### src/rtl/core/dsv_pkg.sv
`timescale 1ns / 1ps
`default_nettype none
// ----------------------------------------------------------------------------
// dsv_pkg
// Shared constants, types and the month length table for the date string
// validator (DD.MM.YYYY, Gregorian calendar).
// ----------------------------------------------------------------------------
package dsv_pkg;

  // String layout
  localparam logic [3:0] DATE_LEN      = 4'd10;
  localparam logic [3:0] POS_SAT       = 4'd11;
  localparam logic [3:0] DOT_POS_DAY   = 4'd2;
  localparam logic [3:0] DOT_POS_MONTH = 4'd5;

  // Character codes
  localparam logic [7:0] CHAR_DOT = 8'h2E;
  localparam logic [7:0] CHAR_0   = 8'h30;
  localparam logic [7:0] CHAR_9   = 8'h39;

  // Calendar limits
  localparam logic [7:0] DAY_MAX      = 8'd31;
  localparam logic [7:0] MONTH_MAX    = 8'd12;
  localparam logic [7:0] DAY_SAFE_MAX = 8'd28;
  localparam logic [7:0] MONTH_FEB    = 8'd2;

  // Collected fields of one string, as held after the current item
  typedef struct packed {
    logic        fmt_err;
    logic [3:0]  pos;
    logic [7:0]  day_bcd;
    logic [7:0]  month_bcd;
    logic [15:0] year_bcd;
  } dsv_fields_t;

  // Days in a month, February counted as 29; index is month minus one
  function automatic logic [7:0] month_days(input logic [3:0] idx);
    logic [7:0] d;
    case (idx)
      4'd0:    d = 8'd31;
      4'd1:    d = 8'd29;
      4'd2:    d = 8'd31;
      4'd3:    d = 8'd30;
      4'd4:    d = 8'd31;
      4'd5:    d = 8'd30;
      4'd6:    d = 8'd31;
      4'd7:    d = 8'd31;
      4'd8:    d = 8'd30;
      4'd9:    d = 8'd31;
      4'd10:   d = 8'd30;
      4'd11:   d = 8'd31;
      default: d = 8'd31;
    endcase
    return d;
  endfunction

  // Two BCD digits to binary, by shift and add
  function automatic logic [7:0] bcd2_val(input logic [7:0] b);
    logic [7:0] t;
    logic [7:0] o;
    t = {4'd0, b[7:4]};
    o = {4'd0, b[3:0]};
    return (t << 3) + (t << 1) + o;
  endfunction

endpackage
`default_nettype wire

### src/rtl/core/dsv_if.sv
`timescale 1ns / 1ps
`default_nettype none
// ----------------------------------------------------------------------------
// dsv_if
// Valid/ready channels of the date string validator: character items in,
// verdict items out.
// ----------------------------------------------------------------------------
interface dsv_in_if;
  logic       valid;
  logic       ready;
  logic [7:0] char_code;
  logic       is_final_char;

  modport source (output valid, output char_code, output is_final_char, input ready);
  modport sink   (input valid, input char_code, input is_final_char, output ready);
endinterface

interface dsv_out_if;
  logic valid;
  logic ready;
  logic date_ok;

  modport source (output valid, output date_ok, input ready);
  modport sink   (input valid, input date_ok, output ready);
endinterface
`default_nettype wire

### src/rtl/core/dsv_parser.sv
`timescale 1ns / 1ps
`default_nettype none
// ----------------------------------------------------------------------------
// dsv_parser
// Input register for one character item, position counter, BCD digit
// registers and sticky format error. Presents the fields as they stand
// after the registered item.
// ----------------------------------------------------------------------------
module dsv_parser
  import dsv_pkg::*;
(
  input  wire logic        clk,
  input  wire logic        rst_n,
  input  wire logic        in_valid,
  output logic             in_ready,
  input  wire logic [7:0]  in_char,
  input  wire logic        in_last,
  input  wire logic        out_free,
  output logic             fin,
  output dsv_fields_t      fields
);

  logic        s1_valid_r;
  logic [7:0]  s1_char_r;
  logic        s1_last_r;
  dsv_fields_t st_r;
  dsv_fields_t st_nxt;
  logic        adv;
  logic        is_digit;
  logic [3:0]  nib;

  // Advance the held item unless it is a last item facing a full output
  assign adv      = s1_valid_r && (!s1_last_r || out_free);
  assign in_ready = !s1_valid_r || adv;
  assign fin      = adv && s1_last_r;
  assign fields   = st_nxt;

  // Classify the character and work out the state after it
  always_comb begin
    is_digit = s1_char_r inside {[CHAR_0:CHAR_9]};
    nib      = s1_char_r[3:0];
    st_nxt   = st_r;
    if (st_r.pos >= DATE_LEN) begin
      st_nxt.fmt_err = 1'b1;
    end else if (st_r.pos inside {DOT_POS_DAY, DOT_POS_MONTH}) begin
      if (s1_char_r != CHAR_DOT) st_nxt.fmt_err = 1'b1;
    end else begin
      if (!is_digit) st_nxt.fmt_err = 1'b1;
      if (st_r.pos < DOT_POS_DAY) begin
        st_nxt.day_bcd = {st_r.day_bcd[3:0], nib};
      end else if (st_r.pos < DOT_POS_MONTH) begin
        st_nxt.month_bcd = {st_r.month_bcd[3:0], nib};
      end else begin
        st_nxt.year_bcd = {st_r.year_bcd[11:0], nib};
      end
    end
    if (st_r.pos < POS_SAT) st_nxt.pos = st_r.pos + 4'd1;
  end

  // Hold the incoming item
  always_ff @(posedge clk) begin
    if (!rst_n) begin
      s1_valid_r <= 1'b0;
    end else if (in_ready) begin
      s1_valid_r <= in_valid;
    end
    if (in_ready && in_valid) begin
      s1_char_r <= in_char;
      s1_last_r <= in_last;
    end
  end

  // Commit the state, drop it after the last character
  always_ff @(posedge clk) begin
    if (!rst_n) begin
      st_r <= '0;
    end else if (adv) begin
      st_r <= s1_last_r ? '0 : st_nxt;
    end
  end

endmodule
`default_nettype wire

### src/rtl/core/dsv_calendar.sv
`timescale 1ns / 1ps
`default_nettype none
// ----------------------------------------------------------------------------
// dsv_calendar
// Verdict on the collected fields: length, format and Gregorian calendar
// date check.
// ----------------------------------------------------------------------------
module dsv_calendar
  import dsv_pkg::*;
(
  input  wire dsv_fields_t fields,
  output logic             date_ok
);

  logic [7:0] day;
  logic [7:0] month;
  logic [7:0] yy;
  logic [7:0] cc;
  logic       leap;
  logic       range_ok;
  logic       len_ok;
  logic       cal_ok;

  // Decode the BCD fields
  assign day   = bcd2_val(fields.day_bcd);
  assign month = bcd2_val(fields.month_bcd);
  assign yy    = bcd2_val(fields.year_bcd[7:0]);
  assign cc    = bcd2_val(fields.year_bcd[15:8]);

  // A century year is leap when the century is a multiple of four
  assign leap = (yy == 8'd0) ? (cc[1:0] == 2'd0) : (yy[1:0] == 2'd0);

  assign range_ok = (day >= 8'd1) && (day <= DAY_MAX) &&
                    (month >= 8'd1) && (month <= MONTH_MAX);

  // Late days must fit the month, and 29 February needs a leap year
  assign len_ok = (day <= DAY_SAFE_MAX) ||
                  ((day <= month_days(month[3:0] - 4'd1)) &&
                   !((month == MONTH_FEB) && !leap));

  assign cal_ok  = range_ok && len_ok;
  assign date_ok = !fields.fmt_err && (fields.pos == DATE_LEN) && cal_ok;

endmodule
`default_nettype wire

### src/rtl/core/date_string_validator.sv
`timescale 1ns / 1ps
`default_nettype none
// The verdict is registered in the output register as the last character leaves the input register.
// Throughput: one character item per cycle; the input register and the
// output register let a new item in while a verdict waits to be taken.
// Only a last character meeting a full, unread output register stalls input.
// Reset: synchronous, active low; clears the position, digits, error flag
// and both valid flags.
// ----------------------------------------------------------------------------
// date_string_validator
// Checks a DD.MM.YYYY date string, one character per item, and gives one
// verdict item per string on its last character.
// ----------------------------------------------------------------------------
module date_string_validator
  import dsv_pkg::*;
(
  input  wire logic  clk,
  input  wire logic  rst_n,
  dsv_in_if.sink     in_chan,
  dsv_out_if.source  out_chan
);

  dsv_fields_t fields;
  logic        fin;
  logic        out_free;
  logic        ok;
  logic        out_valid_r;
  logic        out_date_ok_r;

  assign out_free = !out_valid_r || out_chan.ready;

  dsv_parser u_parser (
    .clk      (clk),
    .rst_n    (rst_n),
    .in_valid (in_chan.valid),
    .in_ready (in_chan.ready),
    .in_char  (in_chan.char_code),
    .in_last  (in_chan.is_final_char),
    .out_free (out_free),
    .fin      (fin),
    .fields   (fields)
  );

  dsv_calendar u_calendar (
    .fields  (fields),
    .date_ok (ok)
  );

  // Hold the verdict until it is taken
  always_ff @(posedge clk) begin
    if (!rst_n) begin
      out_valid_r <= 1'b0;
    end else if (out_free) begin
      out_valid_r <= fin;
    end
    if (fin) begin
      out_date_ok_r <= ok;
    end
  end

  assign out_chan.valid   = out_valid_r;
  assign out_chan.date_ok = out_date_ok_r;

endmodule
`default_nettype wire
### src/flat_wrapper.sv
// flat-port wrapper written by rule: the top's interface ports become plain ports
module date_string_validator_flat import dsv_pkg::*;
  (clk, rst_n, in_chan_valid, in_chan_char_code, in_chan_is_final_char, in_chan_ready, out_chan_valid, out_chan_date_ok, out_chan_ready);
  dsv_in_if in_chan_i ();
  dsv_out_if out_chan_i ();
  input  wire logic clk;
  input  wire logic rst_n;
  input wire logic [$bits(in_chan_i.valid)-1:0] in_chan_valid;
  input wire logic [$bits(in_chan_i.char_code)-1:0] in_chan_char_code;
  input wire logic [$bits(in_chan_i.is_final_char)-1:0] in_chan_is_final_char;
  output wire logic [$bits(in_chan_i.ready)-1:0] in_chan_ready;
  output wire logic [$bits(out_chan_i.valid)-1:0] out_chan_valid;
  output wire logic [$bits(out_chan_i.date_ok)-1:0] out_chan_date_ok;
  input wire logic [$bits(out_chan_i.ready)-1:0] out_chan_ready;
  assign in_chan_i.valid = in_chan_valid;
  assign in_chan_i.char_code = in_chan_char_code;
  assign in_chan_i.is_final_char = in_chan_is_final_char;
  assign in_chan_ready = in_chan_i.ready;
  assign out_chan_valid = out_chan_i.valid;
  assign out_chan_date_ok = out_chan_i.date_ok;
  assign out_chan_i.ready = out_chan_ready;
  date_string_validator u_core (.clk(clk), .rst_n(rst_n), .in_chan(in_chan_i), .out_chan(out_chan_i));
endmodule
### config.mk
export PLATFORM = sky130hd
export DESIGN_NAME = date_string_validator_flat
export DESIGN_NICKNAME = d
export VERILOG_FILES = /design/src/rtl/core/dsv_pkg.sv /design/src/rtl/core/dsv_if.sv /design/src/rtl/core/dsv_parser.sv /design/src/rtl/core/dsv_calendar.sv /design/src/rtl/core/date_string_validator.sv /design/src/flat_wrapper.sv
export SDC_FILE = /design/constraint.sdc
export NUM_CORES = 1
export LEC_CHECK = 0
export BUFFER_PORTS_ARGS = -buffer_cell sky130_fd_sc_hd__buf_4
export CAP_MARGIN = 15
export CORE_MARGIN = 2
export CORE_UTILIZATION = 30
export CTS_BUF_LIST = sky130_fd_sc_hd__clkbuf_8
export CTS_CLUSTER_SIZE = 24
export DETAILED_ROUTE_END_ITERATION = 7
export PLACE_DENSITY = 0.46
export SYNTH_ARGS = -nofsm -noshare
export SYNTH_HDL_FRONTEND = slang
export SYNTH_SLANG_ARGS = --single-unit
### constraint.sdc
create_clock -name clk -period 8.93 [get_ports clk]
set_input_delay 0.4465 -clock clk [delete_from_list [all_inputs] [get_ports clk]]
set_output_delay 0.4465 -clock clk [all_outputs]
set_load 0.05 [all_outputs]
==> metrics.md <==
| Metric | Value |
|---|---|
| Initial DRC count | `76` |
| CTS Hold Bufs | `0` |
| Final Critical Period | `4.264 ns` |
| Area taken by multi-input logic gates | `1778 um2` |
| Endpoints failing setup | `0` |
| CP required | `9.06 ns` |
| Clk_lat worst skew | `0.30 ns` |
| Residual DRC | `0` |
| CTS tree | `done` |
| Clock transition at the registers of the reported paths | `0.09 ns` |
| Number of buffers created by CTS | `5` |
| Slowest cell on crit path | `dfxtp_1` |
| Final core occ | `0.3484` |
| Final Skew | `0.003234 ns` |
| Worst path max stage delay | `0.56 ns` |
| Synthesized net count | `347` |
| Crit path from | `u_core.u_parser.st_r[33]$_SDFFE_PN0P_` |
| Ys async rst share | `0` |
| VDD IR max | `57.45 uV` |
| Layout cells sized above 1 | `0.1556` |
| DR pass1 iterations | `5` |
| Lkg Pwr | `1.339 nW` |
| Die width | `102.3 um` |
| Full die area | `10470 um2` |
| Final Max Slew Viols | `0` |
| Crit path top cell by count | `ha_1` |
| Starting Density | `0.3111` |
| Chip height | `102.3 um` |
| Sequential element share of the synthesized area | `0.3381` |
| Routed wire length | `6761 um` |
| Root buffer cell | `clkbuf_8` |
| Cell count after synthesis | `302` |
| Most frequent cells in the layout | `nor2b_1 (34), dfxtp_1 (34), a22oi_1 (27), ha_1 (27), inv_1 (23)` |
| Hold Fails Final Rpt | `0` |
| Seq cells post-synth | `44` |
| RePlAce Congestion | `0.7556` |
| Via count | `2105` |
| Synthesized cell area | `2902 um2` |
| CP arrival | `4.39 ns` |
| Aggregate negative setup slack | `0 ns` |
| H-tree Lvls | `2` |
| Largest net degree at the start of global routing | `35` |
| Post-CTS setup buffers | `0` |
| CORE AREA | `9328 um2` |
| PD cells | `125.4 nW/um2` |
| Crit path capture type | `register` |
| GRT overflow | `0` |
| Synth unique cells | `51` |
| Layout Nets | `359` |
| Final worst-path cycle share | `0.4775` |
| EDFF count, synth | `10` |
| Filler Cell Count | `962` |
| CTS max path bufs | `2` |
| Max-Cap Viols | `0` |
| Row count | `35` |
| Num ports | `16` |
| Status | `finished clean` |
| First-pass GRT wire length | `11160 um` |
| Crit path max fanout | `10` |
| Hold/Removal Path Class | `in -> reg` |
| Crit-path cells | `inv_1, ha_1, a31oi_4, mux2_2, ha_1, xor2_1, fa_1, nor2_1, nand2_1, nor2_1, ha_1, a21oi_1, a21oi_1, nand2_1, o2111ai_1, nor4_1` |
| RSZ-0062 raised after global routing | `false` |
| RR Endpoint | `u_core.out_chan.date_ok$_DFFE_PP_` |
| IO Port Bufs | `15` |
| Setup crit end | `u_core.out_chan.date_ok$_DFFE_PP_` |
| Worst-Margin Slew | `1.057 ns` |
| Synthesis Warnings | `0` |
| Initial antenna violation count | `0` |
| ANT nets after route | `0` |
| Synth Flop Type | `dfxtp_1` |
| Critical path startpoint category | `register` |
| Worst R2R Setup Slack | `4.67 ns` |
| Total power | `0.4076 mW` |
| Vias in the first global route | `2120` |
| RR Startpoint | `u_core.u_parser.st_r[33]$_SDFFE_PN0P_` |
| Via density per instance | `4.741` |
| Sequential Area | `980.9 um2` |
| Rel. slew slack | `0.2920` |
| Cell count of the worst reg-to-reg path | `16` |
| Diodes inserted | `0` |
| Maximum clock frequency | `234.5 MHz` |
| Syn_area_per_cell | `9.608 um2` |
| CP Class | `reg -> reg` |
| Layout overhead on the synthesized area | `11.99%` |
| Post-CTS sizing | `0` |
| All-Layer GR Usage | `0.1384` |
| Routed WL per cell | `15.23 um` |
| Clk sinks | `44` |
| DP HPWL | `4900 um` |
-- worst max-delay path, delay by kind of cell (launching register included) --
kind | cells | cell delay, ns
AO/OA/AOI/OAI | 4 | 0.70
XOR/XNOR | 1 | 0.29
adder cells (fa/ha/maj) | 4 | 1.32
buffers and inverters | 1 | 0.12
flip-flops | 1 | 0.56
multiplexers | 1 | 0.42
AND/OR/NAND/NOR | 5 | 0.67
-- flip-flops by register name (all words and copies together) (netlist names) --
signal                      cells
u_core.u_parser.st_r           32
u_core.u_parser.s1_char_r       8
u_core.out_chan.date_ok         1
u_core.out_chan.valid           1
u_core.u_parser.s1_last_r       1
u_core.u_parser.s1_valid_r      1
-- kinds of logic after synthesis --
logic type / count (synthesis) / synth area share
and+or+nand+nor: 89 / 0.1807
buffers and inverters: 35 / 0.04916
AOI/OAI and AO/OA: 70 / 0.1634
DFF: 44 / 0.3381
xor gates and xnor gates: 6 / 0.01811
muxes: 26 / 0.09961
adders and majority gates: 32 / 0.1509
-- synthesized netlist by cell type (2+ instances only) --
cell       n  area (um2)
dfxtp_1   34       680.7
nor2b_1   34       212.7
a22oi_1   27       202.7
ha_1      27       337.8
inv_1     23       86.33
mux2_2    19       214.0
a21oi_1   18       90.09
nor2_1    13       48.80
nand2_1   12       45.04
edfxtp_1  10       300.3
clkbuf_1   8       30.03
o21ai_0    8       40.04
mux2i_1    6       60.06
fa_1       5       100.1
nor3_1     5       25.02
buf_2      3       15.01
nand2b_1   3       18.77
nor3b_1    3       22.52
xnor2_1    3       26.28
xor2_1     3       26.28
a211oi_1   2       15.01
a31oi_1    2       12.51
and2_1     2       12.51
nand3_1    2       10.01
nand4_1    2       12.51
nor4b_1    2       17.52
o211ai_1   2       15.01
-- through the flow --
stage | hold WS, ns | cell area [um2] | setup slack, ns | instances
final | 0.3169 | 3249 | 4.666 | 444
after detailed placement | 0.5209 | 3134 | 4.705 | 436
after global routing | 0.3018 | 3249 | 4.207 | 444
after global placement | 0.5166 | 3134 | 4.706 | 436
after floorplan | 0.4922 | 2902 | 5.093 | 302
after CTS | 0.3089 | 3249 | 4.649 | 444
-- cell type report --
cell class / instances / area share
Tap cell: 129 / 0.04967
Multi-Input combinational cell: 223 / 0.5472
Clock buffer: 5 / 0.02118
Sequential cell: 44 / 0.3019
Timing Repair Buffer: 17 / 0.03928
Clock inverter: 3 / 0.01425
Inverter: 23 / 0.02657
-- power breakdown --
part | leakage (nW) | internal (mW) | total [mW] | switching [mW]
Combinational | 0.913 | 0.0145 | 0.0339 | 0.0194
Clock | 0.0548 | 0.0844 | 0.161 | 0.0768
Sequential | 0.371 | 0.208 | 0.213 | 0.00494
Total | 1.34 | 0.307 | 0.408 | 0.101
-- per-layer routing --
metal  vias up  wire (um)  track usage
met5         -          0            0
met4         0         54      0.03077
met3         4        135      0.01847
met2        18       2746       0.2029
met1       982       3825       0.2146
li1       1101          -            -
-- worst min path at each step --
stage                                                      from                                endpoint  cells past startpoint
final                                      in_chan_char_code[2]  u_core.u_parser.s1_char_r[2]$_DFFE_PP_                      1
after detailed placement  u_core.u_parser.st_r[29]$_SDFFE_PN0P_   u_core.u_parser.st_r[29]$_SDFFE_PN0P_                      2
after global routing                       in_chan_char_code[3]  u_core.u_parser.s1_char_r[3]$_DFFE_PP_                      1
after CTS                                  in_chan_char_code[2]  u_core.u_parser.s1_char_r[2]$_DFFE_PP_                      1
after floorplan           u_core.u_parser.st_r[24]$_SDFFE_PN0P_   u_core.u_parser.st_r[24]$_SDFFE_PN0P_                      2
after global placement     u_core.u_parser.st_r[6]$_SDFFE_PN0P_    u_core.u_parser.st_r[6]$_SDFFE_PN0P_                      2
(Power assumes the default switching activity.)
